`config.mk`:
```
export PLATFORM = sky130hd
export DESIGN_NAME = best_fit_fragment_packer_unit
export DESIGN_NICKNAME = d
export VERILOG_FILES = /design/src/rtl/bfp_pkg.sv /design/src/rtl/bfp_ram.sv /design/src/rtl/bfp_result_buf.sv /design/src/rtl/best_fit_fragment_packer_unit.sv
export SDC_FILE = /design/constraint.sdc
export NUM_CORES = 2
export LEC_CHECK = 0
export BUFFER_PORTS_ARGS = -buffer_cell sky130_fd_sc_hd__buf_2
export CAP_MARGIN = 15
export CORE_ASPECT_RATIO = 1.1
export CORE_MARGIN = 5
export CORE_UTILIZATION = 51
export DETAILED_ROUTE_END_ITERATION = 6
export PLACE_DENSITY_LB_ADDON = 0.25
export REMOVE_ABC_BUFFERS = 1
export SLEW_MARGIN = 20
export SYNTH_ARGS = -nofsm -noshare
export SYNTH_HDL_FRONTEND = slang
export SYNTH_SLANG_ARGS = --single-unit
```
`constraint.sdc`:
```
create_clock -name clk_i -period 20.3 [get_ports clk_i]
set_input_delay 2.03 -clock clk_i [delete_from_list [all_inputs] [get_ports clk_i]]
set_output_delay 2.03 -clock clk_i [all_outputs]
set_load 0.01 [all_outputs]
```
`src/rtl/bfp_pkg.sv`:
```
// ----------------------------------------------------------------------------
// bfp_pkg
// Shared types and constants for the best-fit fragment packer.
// ----------------------------------------------------------------------------
package bfp_pkg;

  localparam int NumBinsDef   = 4;
  localparam int SlotsDef     = 14;
  localparam int IdBitsDef    = 8;
  localparam logic [11:0] DefaultCapacity = 12'd4064;
  localparam logic [3:0]  DefaultMaxSlots = 4'd14;

  typedef enum logic [1:0] {
    OP_ADD     = 2'd0,
    OP_FLUSH   = 2'd1,
    OP_ADVANCE = 2'd2
  } op_e;

  typedef enum logic [1:0] {
    CFG_CAPACITY  = 2'd0,
    CFG_MAX_SLOTS = 2'd1,
    CFG_ENABLE    = 2'd2
  } cfg_idx_e;

  typedef enum logic [4:0] {
    ST_IDLE,
    ST_DISPATCH,
    ST_SRCH,
    ST_FALLBK,
    ST_PLACE,
    ST_POST,
    ST_RESORT,
    ST_FLUSH,
    ST_CL_RD,
    ST_CL_WR,
    ST_DR_START,
    ST_DR_RD,
    ST_DR_CHK,
    ST_DR_END,
    ST_EM_RD,
    ST_EM_OUT,
    ST_FIN
  } state_e;

  typedef struct packed {
    logic [1:0]  operation;
    logic [7:0]  fragment_id;
    logic [11:0] fragment_size;
    logic [15:0] fragment_generation;
  } req_t;

  typedef struct packed {
    logic [7:0]  result_id;
    logic        packed_res;
    logic [15:0] block_number;
    logic [3:0]  slot_in_block;
    logic [11:0] byte_offset;
    logic        last;
  } res_t;

  typedef struct packed {
    logic [11:0] size;
    logic [7:0]  id;
  } frag_t;

  typedef struct packed {
    logic push;
    logic fin;
  } rbuf_ctl_t;

endpackage

```
`src/rtl/bfp_ram.sv`:
```
// ----------------------------------------------------------------------------
// bfp_ram
// Single write port, single registered read port storage array.
// ----------------------------------------------------------------------------
module bfp_ram #(
  parameter int Depth = 56,
  parameter int AddrW = 6
) (
  input  logic                 clk_i,
  input  logic                 we_i,
  input  logic [AddrW-1:0]     waddr_i,
  input  bfp_pkg::frag_t       wdata_i,
  input  logic [AddrW-1:0]     raddr_i,
  output bfp_pkg::frag_t       rdata_o
);

  bfp_pkg::frag_t mem [Depth];
  bfp_pkg::frag_t rdata_q;

  always_ff @(posedge clk_i) begin
    if (we_i) begin
      mem[waddr_i] <= wdata_i;
    end
    rdata_q <= mem[raddr_i];
  end

  assign rdata_o = rdata_q;

endmodule

```
`src/rtl/bfp_result_buf.sv`:
```
// ----------------------------------------------------------------------------
// bfp_result_buf
// One-deep hold stage that marks the final result of a transaction.
// ----------------------------------------------------------------------------
module bfp_result_buf (
  input  logic               clk_i,
  input  logic               rst_ni,
  input  bfp_pkg::rbuf_ctl_t ctl_i,
  input  bfp_pkg::res_t      res_i,
  output logic               result_valid_o,
  output bfp_pkg::res_t      result_o
);

  bfp_pkg::res_t hold_q, hold_d, out_q, out_d;
  logic          hold_v_q, hold_v_d, out_v_q, out_v_d;

  always_comb begin
    hold_d   = hold_q;
    hold_v_d = hold_v_q;
    out_d    = out_q;
    out_v_d  = 1'b0;
    if (ctl_i.push) begin
      out_d      = hold_q;
      out_d.last = 1'b0;
      out_v_d    = hold_v_q;
      hold_d     = res_i;
      hold_v_d   = 1'b1;
    end else if (ctl_i.fin) begin
      out_d      = hold_q;
      out_d.last = 1'b1;
      out_v_d    = hold_v_q;
      hold_v_d   = 1'b0;
    end
  end

  always_ff @(posedge clk_i or negedge rst_ni) begin
    if (!rst_ni) begin
      hold_v_q <= 1'b0;
      out_v_q  <= 1'b0;
    end else begin
      hold_v_q <= hold_v_d;
      out_v_q  <= out_v_d;
    end
  end

  always_ff @(posedge clk_i) begin
    hold_q <= hold_d;
    out_q  <= out_d;
  end

  assign result_valid_o = out_v_q;
  assign result_o       = out_q;

endmodule

```
`src/rtl/best_fit_fragment_packer_unit.sv`:
```
// ----------------------------------------------------------------------------
// best_fit_fragment_packer_unit
// Best-fit packer of fragments into blocks, driven by a small sequencer.
// ----------------------------------------------------------------------------
// channel    | handshake                 | payload
// request    | start, busy               | req_i
// result     | result_valid_o (strobe)   | result_o
// config     | cfg_we_i, cfg_idx_i       | cfg_wdata_i
//
// A transaction that places and queues nothing passes dispatch, drain start
// and finish. An add searches up to NUM_BINS ranked bins, takes a fallback
// step if none fits, then places, checks and re-ranks. Closing a bin reads
// and queues each fragment moved, and draining emits queued fragments in
// batches. Results are held one deep and leave when the next one is pushed;
// the last leaves in the same cycle busy falls. The receiver cannot stall
// them. Reset restores the state, configuration, bins and queue pointers.
// ----------------------------------------------------------------------------
module best_fit_fragment_packer_unit #(
  parameter int NUM_BINS = bfp_pkg::NumBinsDef,
  parameter int SLOTS    = bfp_pkg::SlotsDef,
  parameter int ID_BITS  = bfp_pkg::IdBitsDef
) (
  input  logic          clk_i,
  input  logic          rst_ni,
  input  logic          start,
  output logic          busy,
  input  bfp_pkg::req_t req_i,
  output logic          result_valid_o,
  output bfp_pkg::res_t result_o,
  input  logic          cfg_we_i,
  input  logic [1:0]    cfg_idx_i,
  input  logic [11:0]   cfg_wdata_i
);

  localparam int Depth = NUM_BINS * SLOTS;
  localparam int AddrW = (Depth > 1) ? $clog2(Depth) : 1;
  localparam int PtrW  = $clog2(Depth + 1);
  localparam int BinW  = (NUM_BINS > 1) ? $clog2(NUM_BINS) : 1;
  localparam int FjW   = $clog2(NUM_BINS + 1);
  localparam logic [7:0] IdMask = (ID_BITS >= 8) ? 8'hFF : 8'((1 << ID_BITS) - 1);

  bfp_pkg::state_e state_q, state_d, ret_q, ret_d;
  logic [11:0]     cap_q, cap_d;
  logic [3:0]      maxs_q, maxs_d;
  logic            en_q, en_d;
  logic [11:0]     free_q [NUM_BINS];
  logic [11:0]     free_d [NUM_BINS];
  logic [3:0]      fill_q [NUM_BINS];
  logic [3:0]      fill_d [NUM_BINS];
  logic [BinW-1:0] rank_q [NUM_BINS];
  logic [BinW-1:0] rank_d [NUM_BINS];
  logic [15:0]     gen_q, gen_d, blk_q, blk_d;
  bfp_pkg::req_t   req_q, req_d;
  logic [BinW-1:0] i_q, i_d, b_q, b_d, cb_q, cb_d;
  logic [FjW-1:0]  fj_q, fj_d;
  logic [3:0]      cs_q, cs_d, k_q, k_d, slot_q, slot_d;
  logic [PtrW-1:0] wr_q, wr_d, rd_q, rd_d, bs_q, bs_d, ep_q, ep_d;
  logic [11:0]     space_q, space_d, off_q, off_d;

  logic            bin_we, fifo_we;
  logic [AddrW-1:0] bin_wa, bin_ra, fifo_wa, fifo_ra;
  bfp_pkg::frag_t  bin_wd, bin_rd, fifo_wd, fifo_rd;
  bfp_pkg::rbuf_ctl_t rctl;
  bfp_pkg::res_t   rres;

  logic [3:0]      limit;
  logic [7:0]      id_m;
  logic [11:0]     ffree, used;
  logic [BinW-1:0] rest [NUM_BINS];
  logic [BinW-1:0] new_rank [NUM_BINS];
  logic [BinW:0]   m, j, pos;
  logic            found;

  assign busy = (state_q != bfp_pkg::ST_IDLE);
  assign id_m = req_q.fragment_id & IdMask;

  always_comb begin
    if (maxs_q > 4'(SLOTS)) begin
      limit = 4'(SLOTS);
    end else if (maxs_q == 4'd0) begin
      limit = 4'd1;
    end else begin
      limit = maxs_q;
    end
  end

  always_comb begin
    m     = '0;
    j     = '0;
    found = 1'b0;
    for (int n = 0; n < NUM_BINS; n++) begin
      rest[n]     = '0;
      new_rank[n] = '0;
    end
    for (int n = 0; n < NUM_BINS; n++) begin
      if (rank_q[n] != b_q) begin
        rest[m[BinW-1:0]] = rank_q[n];
        m = m + 1'b1;
      end
    end
    pos = m;
    for (int n = 0; n < NUM_BINS - 1; n++) begin
      if ((BinW + 1)'(n) < m && !found && free_q[rest[n]] > free_q[b_q]) begin
        pos   = (BinW + 1)'(n);
        found = 1'b1;
      end
    end
    for (int n = 0; n < NUM_BINS; n++) begin
      if ((BinW + 1)'(n) == pos) begin
        new_rank[n] = b_q;
      end else if (j < m) begin
        new_rank[n] = rest[j[BinW-1:0]];
        j = j + 1'b1;
      end
    end
  end

  always_comb begin
    state_d = state_q;
    ret_d   = ret_q;
    cap_d   = cap_q;
    maxs_d  = maxs_q;
    en_d    = en_q;
    free_d  = free_q;
    fill_d  = fill_q;
    rank_d  = rank_q;
    gen_d   = gen_q;
    blk_d   = blk_q;
    req_d   = req_q;
    i_d     = i_q;
    b_d     = b_q;
    cb_d    = cb_q;
    fj_d    = fj_q;
    cs_d    = cs_q;
    k_d     = k_q;
    slot_d  = slot_q;
    wr_d    = wr_q;
    rd_d    = rd_q;
    bs_d    = bs_q;
    ep_d    = ep_q;
    space_d = space_q;
    off_d   = off_q;
    bin_we  = 1'b0;
    bin_wa  = '0;
    bin_wd  = '0;
    bin_ra  = '0;
    fifo_we = 1'b0;
    fifo_wa = wr_q[AddrW-1:0];
    fifo_wd = bin_rd;
    fifo_ra = '0;
    rctl    = '0;
    rres    = '0;
    ffree   = free_q[rank_q[0]];
    used    = (cap_q > ffree) ? (cap_q - ffree) : 12'd0;

    if (cfg_we_i) begin
      case (cfg_idx_i)
        bfp_pkg::CFG_CAPACITY:  cap_d  = cfg_wdata_i;
        bfp_pkg::CFG_MAX_SLOTS: maxs_d = cfg_wdata_i[3:0];
        bfp_pkg::CFG_ENABLE:    en_d   = cfg_wdata_i[0];
        default: ;
      endcase
    end

    case (state_q)
      bfp_pkg::ST_IDLE: begin
        if (start) begin
          req_d   = req_i;
          wr_d    = '0;
          rd_d    = '0;
          state_d = bfp_pkg::ST_DISPATCH;
        end
      end
      bfp_pkg::ST_DISPATCH: begin
        fj_d = '0;
        i_d  = '0;
        case (req_q.operation)
          bfp_pkg::OP_ADD: begin
            if (!en_q || req_q.fragment_generation < gen_q ||
                req_q.fragment_size >= cap_q) begin
              rctl.push      = 1'b1;
              rres.result_id = id_m;
              state_d        = bfp_pkg::ST_DR_START;
            end else begin
              state_d = bfp_pkg::ST_SRCH;
            end
          end
          bfp_pkg::OP_FLUSH: state_d = bfp_pkg::ST_FLUSH;
          bfp_pkg::OP_ADVANCE: begin
            gen_d   = gen_q + 16'd1;
            state_d = bfp_pkg::ST_FLUSH;
          end
          default: state_d = bfp_pkg::ST_DR_START;
        endcase
      end
      bfp_pkg::ST_SRCH: begin
        if (free_q[rank_q[i_q]] >= req_q.fragment_size) begin
          b_d     = rank_q[i_q];
          state_d = bfp_pkg::ST_PLACE;
        end else if (i_q == BinW'(NUM_BINS - 1)) begin
          state_d = bfp_pkg::ST_FALLBK;
        end else begin
          i_d = i_q + 1'b1;
        end
      end
      bfp_pkg::ST_FALLBK: begin
        if (req_q.fragment_size >= used) begin
          rctl.push      = 1'b1;
          rres.result_id = id_m;
          state_d        = bfp_pkg::ST_DR_START;
        end else begin
          b_d     = rank_q[0];
          state_d = bfp_pkg::ST_PLACE;
        end
      end
      bfp_pkg::ST_PLACE: begin
        if (free_q[b_q] < req_q.fragment_size || fill_q[b_q] >= 4'(SLOTS)) begin
          cb_d    = b_q;
          cs_d    = '0;
          ret_d   = bfp_pkg::ST_PLACE;
          state_d = bfp_pkg::ST_CL_RD;
        end else begin
          bin_we       = 1'b1;
          bin_wa       = AddrW'(b_q) * AddrW'(SLOTS) + AddrW'(fill_q[b_q]);
          bin_wd.size  = req_q.fragment_size;
          bin_wd.id    = id_m;
          fill_d[b_q]  = fill_q[b_q] + 4'd1;
          free_d[b_q]  = free_q[b_q] - req_q.fragment_size;
          state_d      = bfp_pkg::ST_POST;
        end
      end
      bfp_pkg::ST_POST: begin
        if (fill_q[b_q] >= limit || free_q[b_q] == 12'd0) begin
          cb_d    = b_q;
          cs_d    = '0;
          ret_d   = bfp_pkg::ST_RESORT;
          state_d = bfp_pkg::ST_CL_RD;
        end else begin
          state_d = bfp_pkg::ST_RESORT;
        end
      end
      bfp_pkg::ST_RESORT: begin
        rank_d  = new_rank;
        state_d = bfp_pkg::ST_DR_START;
      end
      bfp_pkg::ST_FLUSH: begin
        if (!en_q || fj_q == FjW'(NUM_BINS)) begin
          state_d = bfp_pkg::ST_DR_START;
        end else begin
          cb_d    = rank_q[fj_q[BinW-1:0]];
          fj_d    = fj_q + 1'b1;
          cs_d    = '0;
          ret_d   = bfp_pkg::ST_FLUSH;
          state_d = bfp_pkg::ST_CL_RD;
        end
      end
      bfp_pkg::ST_CL_RD: begin
        if (cs_q < fill_q[cb_q] && cs_q < 4'(SLOTS)) begin
          bin_ra  = AddrW'(cb_q) * AddrW'(SLOTS) + AddrW'(cs_q);
          state_d = bfp_pkg::ST_CL_WR;
        end else begin
          fill_d[cb_q] = '0;
          free_d[cb_q] = cap_q;
          state_d      = ret_q;
        end
      end
      bfp_pkg::ST_CL_WR: begin
        if (wr_q < PtrW'(Depth)) begin
          fifo_we = 1'b1;
          wr_d    = wr_q + 1'b1;
        end
        cs_d    = cs_q + 4'd1;
        state_d = bfp_pkg::ST_CL_RD;
      end
      bfp_pkg::ST_DR_START: begin
        bs_d    = rd_q;
        k_d     = '0;
        space_d = cap_q;
        state_d = (rd_q == wr_q) ? bfp_pkg::ST_FIN : bfp_pkg::ST_DR_RD;
      end
      bfp_pkg::ST_DR_RD: begin
        if (rd_q == wr_q || k_q == limit) begin
          state_d = bfp_pkg::ST_DR_END;
        end else begin
          fifo_ra = rd_q[AddrW-1:0];
          state_d = bfp_pkg::ST_DR_CHK;
        end
      end
      bfp_pkg::ST_DR_CHK: begin
        fifo_ra = rd_q[AddrW-1:0];
        if (fifo_rd.size <= space_q) begin
          space_d = space_q - fifo_rd.size;
          k_d     = k_q + 4'd1;
          rd_d    = rd_q + 1'b1;
          state_d = bfp_pkg::ST_DR_RD;
        end else begin
          state_d = bfp_pkg::ST_DR_END;
        end
      end
      bfp_pkg::ST_DR_END: begin
        if (k_q == 4'd0) begin
          rctl.push      = 1'b1;
          rres.result_id = fifo_rd.id;
          rd_d           = rd_q + 1'b1;
          state_d        = bfp_pkg::ST_DR_START;
        end else begin
          ep_d    = bs_q;
          slot_d  = '0;
          off_d   = '0;
          state_d = bfp_pkg::ST_EM_RD;
        end
      end
      bfp_pkg::ST_EM_RD: begin
        if (ep_q == rd_q) begin
          if (k_q >= 4'd2) begin
            blk_d = blk_q + 16'd1;
          end
          state_d = bfp_pkg::ST_DR_START;
        end else begin
          fifo_ra = ep_q[AddrW-1:0];
          state_d = bfp_pkg::ST_EM_OUT;
        end
      end
      bfp_pkg::ST_EM_OUT: begin
        rctl.push      = 1'b1;
        rres.result_id = fifo_rd.id;
        if (k_q >= 4'd2) begin
          rres.packed_res    = 1'b1;
          rres.block_number  = blk_q;
          rres.slot_in_block = slot_q;
          rres.byte_offset   = off_q;
        end
        off_d   = off_q + fifo_rd.size;
        slot_d  = slot_q + 4'd1;
        ep_d    = ep_q + 1'b1;
        state_d = bfp_pkg::ST_EM_RD;
      end
      bfp_pkg::ST_FIN: begin
        rctl.fin = 1'b1;
        state_d  = bfp_pkg::ST_IDLE;
      end
      default: state_d = bfp_pkg::ST_IDLE;
    endcase
  end

  always_ff @(posedge clk_i or negedge rst_ni) begin
    if (!rst_ni) begin
      state_q <= bfp_pkg::ST_IDLE;
      ret_q   <= bfp_pkg::ST_IDLE;
      cap_q   <= bfp_pkg::DefaultCapacity;
      maxs_q  <= bfp_pkg::DefaultMaxSlots;
      en_q    <= 1'b1;
      gen_q   <= '0;
      blk_q   <= '0;
      wr_q    <= '0;
      rd_q    <= '0;
      for (int n = 0; n < NUM_BINS; n++) begin
        free_q[n] <= bfp_pkg::DefaultCapacity;
        fill_q[n] <= '0;
        rank_q[n] <= BinW'(n);
      end
    end else begin
      state_q <= state_d;
      ret_q   <= ret_d;
      cap_q   <= cap_d;
      maxs_q  <= maxs_d;
      en_q    <= en_d;
      gen_q   <= gen_d;
      blk_q   <= blk_d;
      wr_q    <= wr_d;
      rd_q    <= rd_d;
      free_q  <= free_d;
      fill_q  <= fill_d;
      rank_q  <= rank_d;
    end
  end

  always_ff @(posedge clk_i) begin
    req_q   <= req_d;
    i_q     <= i_d;
    b_q     <= b_d;
    cb_q    <= cb_d;
    fj_q    <= fj_d;
    cs_q    <= cs_d;
    k_q     <= k_d;
    slot_q  <= slot_d;
    bs_q    <= bs_d;
    ep_q    <= ep_d;
    space_q <= space_d;
    off_q   <= off_d;
  end

  bfp_ram #(.Depth(Depth), .AddrW(AddrW)) u_bin_store (
    .clk_i   (clk_i),
    .we_i    (bin_we),
    .waddr_i (bin_wa),
    .wdata_i (bin_wd),
    .raddr_i (bin_ra),
    .rdata_o (bin_rd)
  );

  bfp_ram #(.Depth(Depth), .AddrW(AddrW)) u_pend_fifo (
    .clk_i   (clk_i),
    .we_i    (fifo_we),
    .waddr_i (fifo_wa),
    .wdata_i (fifo_wd),
    .raddr_i (fifo_ra),
    .rdata_o (fifo_rd)
  );

  bfp_result_buf u_result_buf (
    .clk_i          (clk_i),
    .rst_ni         (rst_ni),
    .ctl_i          (rctl),
    .res_i          (rres),
    .result_valid_o (result_valid_o),
    .result_o       (result_o)
  );

endmodule
```
==> Word-level counts from Yosys, hierarchy flattened <==
Memory sizes are Yosys's and may differ from the RTL's. A register that Yosys moved wholly into a read port is not among the register bits.
Cells that the tools add are included.
{ "totals": {"register_bits": 323, "ram_bits": 2240, "in_bits": 56, "output_inout_bits": 44, "mem_count": 2} }
{ "op_classes": {"n_addsub": 22, "n_mul": 2, "n_lt_le_gt_ge": 43, "n_eq_ne": 47, "mux": 182, "bitwise_logic": 17, "reduce_logical": 58} }
{ "memory_table": {"columns": ["name", "words", "word_bits", "rd", "rd_ports_with_merged_regs", "write_ports", "line", "rtl"], "rows": [
  ["u_bin_store.mem", 56, 20, 1, 1, 1, "bfp_ram.sv:17", "bfp_pkg::frag_t mem [Depth];"],
  ["u_pend_fifo.mem", 56, 20, 1, 1, 1, "bfp_ram.sv:17", null]
]} }
{ "op_table": {"columns": ["operator", "count"], "rows": [
  ["$mux W12", 17],
  ["$bmux W12 S2", 6],
  ["$bwmux W48", 2],
  ["$mux W48", 2],
  ["$pmux W48 S2", 1],
  ["$mux W42", 2],
  ["$pmux W5 S16", 1],
  ["$mux W4", 17],
  ["$mux W6", 11],
  ["$mux W2", 30],
  ["$mux W8", 7],
  ["$demux W12 S2", 2],
  ["$gt A12 B12 Y1", 4],
  ["$pmux W12 S2", 2],
  ["$ge A3 B3 Y1 const B", 15],
  ["$not A2 Y3", 15],
  ["$mux W3", 14],
  ["$eq A5 B4 Y1 const B", 8],
  ["$mux W20", 2],
  ["$mux W5", 8],
  ["$ge A12 B12 Y1", 3],
  ["$pmux W6 S3", 2],
  ["$sub A12 B12 Y12", 3],
  ["$mux W33", 1],
  ["72 further kinds", 196]
]} }

==> Logic depth before layout (Yosys ltp) <==
{ "logic_depth": {"word_depth": 42, "mapped_depth": 37, "depth_no_buf": 33} }

==> Cells and area by module <==
From an unflattened synthesis, not the netlist that was laid out.
{ "hier_totals": {"hier_cells": 6161, "area_unflattened_um2": 109228.5} }
{ "modules_own_cells": {"columns": ["module", "instances", "cells_per_inst", "area_per_inst_um2"], "rows": [
  ["bfp_ram (u_pend_fifo)", 1, 2090, 43945.9],
  ["bfp_ram (u_bin_store)", 1, 1996, 43789.5],
  ["best_fit_fragment_packer_unit", 1, 1938, 18619.1],
  ["bfp_result_buf", 1, 137, 2874.0]
]} }

==> Least setup slack after synthesis <==
No wires, ideal clock.
{ "synth_timing": {"kind": "register to register", "from": "register b_q[0]", "to": "register rank_q[1] (netlist name)", "setup_time_ns": 0.072, "arrival_time_ns": 7.873, "path_slack_ns": 12.355, "stages_incl_launch_ff": 35, "n_path_buf": 4, "cell_sequence": "edfxtp_1 buf_6 buf_4 xnor2_1 nand2_1 ha_1 buf_2 xor2_2 inv_1 ha_1 a21oi_1 a32o_1 buf_2 mux4_2 ha_1 and3_1 a221o_1 nand3_1 a31oi_1 a21oi_1 ha_1 o41ai_1 a31oi_2 ha_1 or2_2 a21o_1 o21a_4 nand2_1 o21ai_0 ha_1 a211o_1 or2_2 nor4b_1 nor3_1 o21ai_1"} }
{ "synth_between": {"elab_chain_len": 42} }
{ "synth_lines": {"columns": ["element", "line", "rtl"], "rows": [
  ["start, declared", "best_fit_fragment_packer_unit.sv:54", "logic [BinW-1:0] i_q, i_d, b_q, b_d, cb_q, cb_d;"],
  ["start signal, assigned", "best_fit_fragment_packer_unit.sv:381", "b_q <= b_d;"],
  ["$ne A2 B2 Y1", "best_fit_fragment_packer_unit.sv:96", "if (rank_q[n] != b_q) begin"],
  ["$mux W1", "best_fit_fragment_packer_unit.sv:96", null],
  ["$add A3 B1 Y3 / $not A2 Y3 (equally long branches)", "best_fit_fragment_packer_unit.sv:98, best_fit_fragment_packer_unit.sv:97", null],
  ["$mux W3, or another cell as far along", "best_fit_fragment_packer_unit.sv:96", null],
  ["$add A3 B1 Y3, or another cell as far along", "best_fit_fragment_packer_unit.sv:98", "m = m + 1'b1;"],
  ["$mux W3, or another cell as far along", "best_fit_fragment_packer_unit.sv:96", null],
  ["$not A2 Y3 (implied by the code), or another cell as far along", "best_fit_fragment_packer_unit.sv:97", "rest[m[BinW-1:0]] = rank_q[n];"],
  ["$ge A3 B3 Y1 (implied by the code), or another cell as far along", "best_fit_fragment_packer_unit.sv:97", null],
  ["[... 25 more ...]", null, null],
  ["$add A3 B1 Y3 / $lt A3 B3 Y1 (equally long branches)", "best_fit_fragment_packer_unit.sv:113, best_fit_fragment_packer_unit.sv:111", null],
  ["$mux W3", "best_fit_fragment_packer_unit.sv:111", "end else if (j < m) begin"],
  ["$mux W3", "best_fit_fragment_packer_unit.sv:109", "if ((BinW + 1)'(n) == pos) begin"],
  ["$not A2 Y3 (implied by the code)", "best_fit_fragment_packer_unit.sv:112", "new_rank[n] = rest[j[BinW-1:0]];"],
  ["$bmux W2 S2", "best_fit_fragment_packer_unit.sv:112", null],
  ["$mux W2 (implied by the code) (2 in series)", "best_fit_fragment_packer_unit.sv:112", null],
  ["$mux W2", "best_fit_fragment_packer_unit.sv:111", null],
  ["$mux W2 (*)", "best_fit_fragment_packer_unit.sv:109", null],
  ["end signal, assigned by index", "best_fit_fragment_packer_unit.sv:360", "rank_q[n] <= BinW'(n);"],
  ["end signal, assigned", "best_fit_fragment_packer_unit.sv:374", "rank_q <= rank_d;"],
  ["end, declared", "best_fit_fragment_packer_unit.sv:50", "logic [BinW-1:0] rank_q [NUM_BINS];"]
]} }
Every way passes the cells marked *; elsewhere a longest branch is shown, timed or not. The select of a mux whose other input is x is not followed.
A chain may end at the register's enable or synchronous reset.

==> Worst setup path after layout <==
{ "layout_timing": {"from": "register rank_q[7] (netlist name)", "to": "register rank_q[1] (netlist name)"} }
{ "layout_between": {"elab_chain_len": 42} }
{ "layout_lines": {"columns": ["element", "line"], "rows": [
  ["$ne A2 B2 Y1", "best_fit_fragment_packer_unit.sv:96"],
  ["$mux W1", "best_fit_fragment_packer_unit.sv:96"],
  ["$add A3 B1 Y3 / $not A2 Y3 (equally long branches)", "best_fit_fragment_packer_unit.sv:98, best_fit_fragment_packer_unit.sv:97"],
  ["$mux W3, or another cell as far along", "best_fit_fragment_packer_unit.sv:96"],
  ["$add A3 B1 Y3, or another cell as far along", "best_fit_fragment_packer_unit.sv:98"],
  ["$mux W3, or another cell as far along", "best_fit_fragment_packer_unit.sv:96"],
  ["$not A2 Y3 (implied by the code), or another cell as far along", "best_fit_fragment_packer_unit.sv:97"],
  ["$ge A3 B3 Y1 (implied by the code), or another cell as far along", "best_fit_fragment_packer_unit.sv:97"],
  ["[... 25 more ...]", null],
  ["$add A3 B1 Y3 / $lt A3 B3 Y1 (equally long branches)", "best_fit_fragment_packer_unit.sv:113, best_fit_fragment_packer_unit.sv:111"],
  ["$mux W3", "best_fit_fragment_packer_unit.sv:111"],
  ["$mux W3", "best_fit_fragment_packer_unit.sv:109"],
  ["$not A2 Y3 (implied by the code)", "best_fit_fragment_packer_unit.sv:112"],
  ["$bmux W2 S2", "best_fit_fragment_packer_unit.sv:112"],
  ["$mux W2 (implied by the code) (2 in series)", "best_fit_fragment_packer_unit.sv:112"],
  ["$mux W2", "best_fit_fragment_packer_unit.sv:111"],
  ["$mux W2 (*)", "best_fit_fragment_packer_unit.sv:109"]
]} }
Marked as above.

==> metrics.yaml <==
placed_design:
  placed_area_mm2: 0.116
  place_inst: 11091
  gp_congestion: 0.914
  io_buffers: 99
  dp_hpwl_um: 189000
detailed_routing:
  dr.pass1.iters: 6
  vias_per_cell: 6.26
  ant_nets: 0
  vias: 72430
  drcViolationCount: 0
  avgRoutedWirePerCell_um: 27.4
  drtIter0Drc: 9419
  totalWireLength_um: 317000
pwr:
  leakage_nw: 42.3
  p_per_area_mw_per_mm2: 135
  vdd_ir_drop_max_uv: 202
sta:
  hold_viol: 0
  worst_pin_slew_ns: 1.16
  setup_tns_ns: 0
  min_period_ns: 9.06
  fin_crit_sh_pct: 44.6
  skew_ns: 0.0806
  slew_headroom_pct: 22.1
  finalMaxSlewViolations: 0
  setup_viol: 0
  rsz0062_at_grt: "false"
  fmax_mhz: 110
setup_path:
  path_max_fanout: 18
  endpoint_kind: "register"
  crit_type: "register to register"
  slowest_stage: "dfrtp_1"
  cp.required_ns: 21.14
  cp.arrival_ns: 9.90
  cpPeakStageDelay_ns: 0.79
  worstSetupStartpointType: "register"
  path_common_cell: "ha_1"
floorplan:
  ios: 100
  start_util_pct: 51.4
  die_w_um: 455
  core_area_mm2: 0.217
  std_cell_rows: 179
  die_area_mm2: 0.228
  die_y_um: 500
synth:
  synthesis.area_mm2: 0.111
  yosysWarnings: 0
  synthFlopType: "edfxtp_1"
  seq_area_frac_synth_pct: 69.2
  synth_async_sr_flop_share_pct: 5.50
  syn_inst: 8418
  syn_avg_cell_area_um2: 13.2
  synth_edf_count: 2417
  synth_cell_types: 106
  ys_seq_elements: 2601
clock_network:
  cts_setup_buffers: 0
  clk_path_buf_depth: 4
  cts_resized: 0
  cts_buffers: 277
  root_buffer: "clkbuf_16"
  cts_hold_buf: 0
  clkSinkCount: 2601
  clk_latency_ns: 0.95
  cts_tree: "done"
  htree_levels: 5
  clk_pin_slew_ns: 0.06
global_routing:
  grt_overflow_total: 0
  grt_max_degree: 167
  grt_pass1_vias: 68593
  antenna_found_initial: 5
  grt_usage_pct: 27.0
  grt_first_pass_wirelength_um: 463000
run_status:
  status: "complete, no violations"
final_layout:
  fin_nets: 8723
  layoutNonFillerInstCount: 11567
  area_growth_pct: 11.4
  final_design_area_no_fill_mm2: 0.124
  drive_gt1_share_pct: 12.8
  fillerInstances: 17167
worst_hold_path:
  hold_path.class: "register to register"
flow_run:
  drv_cap: 0
-- cell usage in the layout (no fill, tap or decap), types with 55 or more instances in the layout --
master	instances
a211oi_1	185
a21boi_0	63
a21oi_1	205
a22oi_1	58
a311oi_1	121
a31oi_1	188
and2_1	69
and3_1	151
buf_2	98
buf_4	221
clkbuf_1	66
clkbuf_16	285
dfrtp_1	100
edfxtp_1	2417
ha_1	187
inv_1	161
mux2i_1	143
mux4_2	87
nand2_1	1513
nand3_1	550
nor2_1	276
nor2_2	86
nor3_1	89
o21ai_0	240
o221ai_1	55
o22ai_1	65
xnor2_1	64
-- through the flow --
| stage | util (%) | setup WS, ns | hold WS [ns] | power, mW |
|---|---|---|---|---|
| 6_report | 57.2 | 11.24 | 0.459 | 16.8 |
| 4_1_cts | 57.2 | 10.95 | 0.463 | 16.8 |
| 3_5_place_dp | 53.3 | 10.98 | 0.450 | 12.0 |
| 3_3_place_gp | 53.3 | 11.15 | 0.440 | 12.0 |
| 5_1_grt | 57.2 | 10.50 | 0.490 | 17.5 |
| 2_1_floorplan | - | 5.11 | 0.434 | 10.3 |
-- worst paths after layout --
kind                                                        from                               endpoint  slack [ns]  cells past startpoint
setup / recovery                           rank_q[7]$_DFFE_PN0P_                  rank_q[1]$_DFFE_PN1P_       11.24                     30
hold / removal             u_result_buf.result_o[0]$_SDFFE_PP0P_  u_result_buf.result_o[0]$_SDFFE_PP0P_        0.46                      2
setup reg to reg                           rank_q[7]$_DFFE_PN0P_                  rank_q[1]$_DFFE_PN1P_       11.24                     30
hold reg to reg            u_result_buf.result_o[0]$_SDFFE_PP0P_  u_result_buf.result_o[0]$_SDFFE_PP0P_        0.46                      2
max in group asynchronous                                 rst_ni                    rd_q[0]$_DFFE_PN0P_       17.36                      3
min in group asynchronous                                 rst_ni                   gen_q[2]$_DFFE_PN0P_        1.08                      1
-- flip-flops by register name, indices dropped and copies added (netlist names), 8 cells and up --
| name | flops |
|---|---|
| u_result_buf.result_o | 42 |
| fill_q | 16 |
| u_bin_store.rdata_o | 20 |
| off_q | 12 |
| u_pend_fifo.rdata_o | 20 |
| id_m | 8 |
| cap_q | 12 |
| space_q | 12 |
| free_q | 48 |
| u_bin_store.mem | 1120 |
| gen_q | 16 |
| u_pend_fifo.mem | 1120 |
| rank_q | 8 |
| u_result_buf.hold_q | 41 |
| req_q | 30 |
| blk_q | 16 |
-- cell usage after synthesis (25+ instances only) --
library cell  instances  area, um2
edfxtp_1           2417      72600
nand2_1            1516       5690
nand3_1             551       2760
nor2_1              377       1420
clkbuf_1            339       1270
o21ai_0             241       1210
a21oi_1             206       1030
a31oi_1             188       1180
ha_1                187       2340
a211oi_1            185       1390
inv_1               162        608
and3_1              153        957
mux2i_1             145       1450
buf_2               131        656
a311oi_1            121       1060
nor3_1              116        581
dfrtp_1             100       2500
mux4_2               87       1960
and2_1               80        500
o22ai_1              65        407
xnor2_1              64        561
a21boi_0             63        473
a22oi_1              58        435
o221ai_1             55        482
a21o_1               52        390
buf_1                52        195
dfstp_2              43       1130
o2111ai_1            42        368
dfxtp_1              41        821
xor2_1               40        350
nor2b_1              39        244
mux2_2               38        428
or2_2                32        200
nand2b_1             30        188
o211a_1              29        290
o21ai_1              29        145
o211ai_1             27        203
a22o_1               25        219
-- layer usage --
layer / GRT usage, % / up-vias / routed length, um
li1: - / 31823 / -
met1: 37.3 / 36334 / 125000
met2: 43.1 / 3638 / 150000
met3: 4.42 / 633 / 27200
met4: 11.0 / 2 / 14500
met5: 0 / - / 13
-- worst max-delay path: cells and delay by family (launching register included) --
family | cells | cell delay [ns]
flip-flops | 1 | 0.79
AND/OR/NAND/NOR | 8 | 1.53
AO/OA/AOI/OAI | 12 | 3.42
XOR/XNOR | 2 | 0.55
multiplexers | 1 | 0.59
buffers and inverters | 1 | 0.14
adder cells (fa/ha/maj) | 6 | 1.94
-- layout make-up --
cell class	count	area, um2	share of cell area, %
antenna	4	10.0	0.00807
clock buffer	361	7510	6.06
clock inverter	111	851	0.686
inverter	163	612	0.493
multi-input combinational	5105	32000	25.8
sequential	2601	77100	62.2
tap	2896	3620	2.92
timing repair buffer	326	2280	1.84
-- report_power, final --
group	internal [mW]	switching (mW)	total [mW]
Clock	2.75	2.00	4.75
Combinational	1.81	3.42	5.22
Sequential	6.38	0.395	6.77
-- cells by family after synthesis --
family	synth area share (%)
compound gates	9.51
mux	3.50
flops	69.2
simple gates	12.0
xor+xnor	0.911
buf+inv	2.66
fa+ha+maj	2.21
Power figures use the tool's default switching activity.
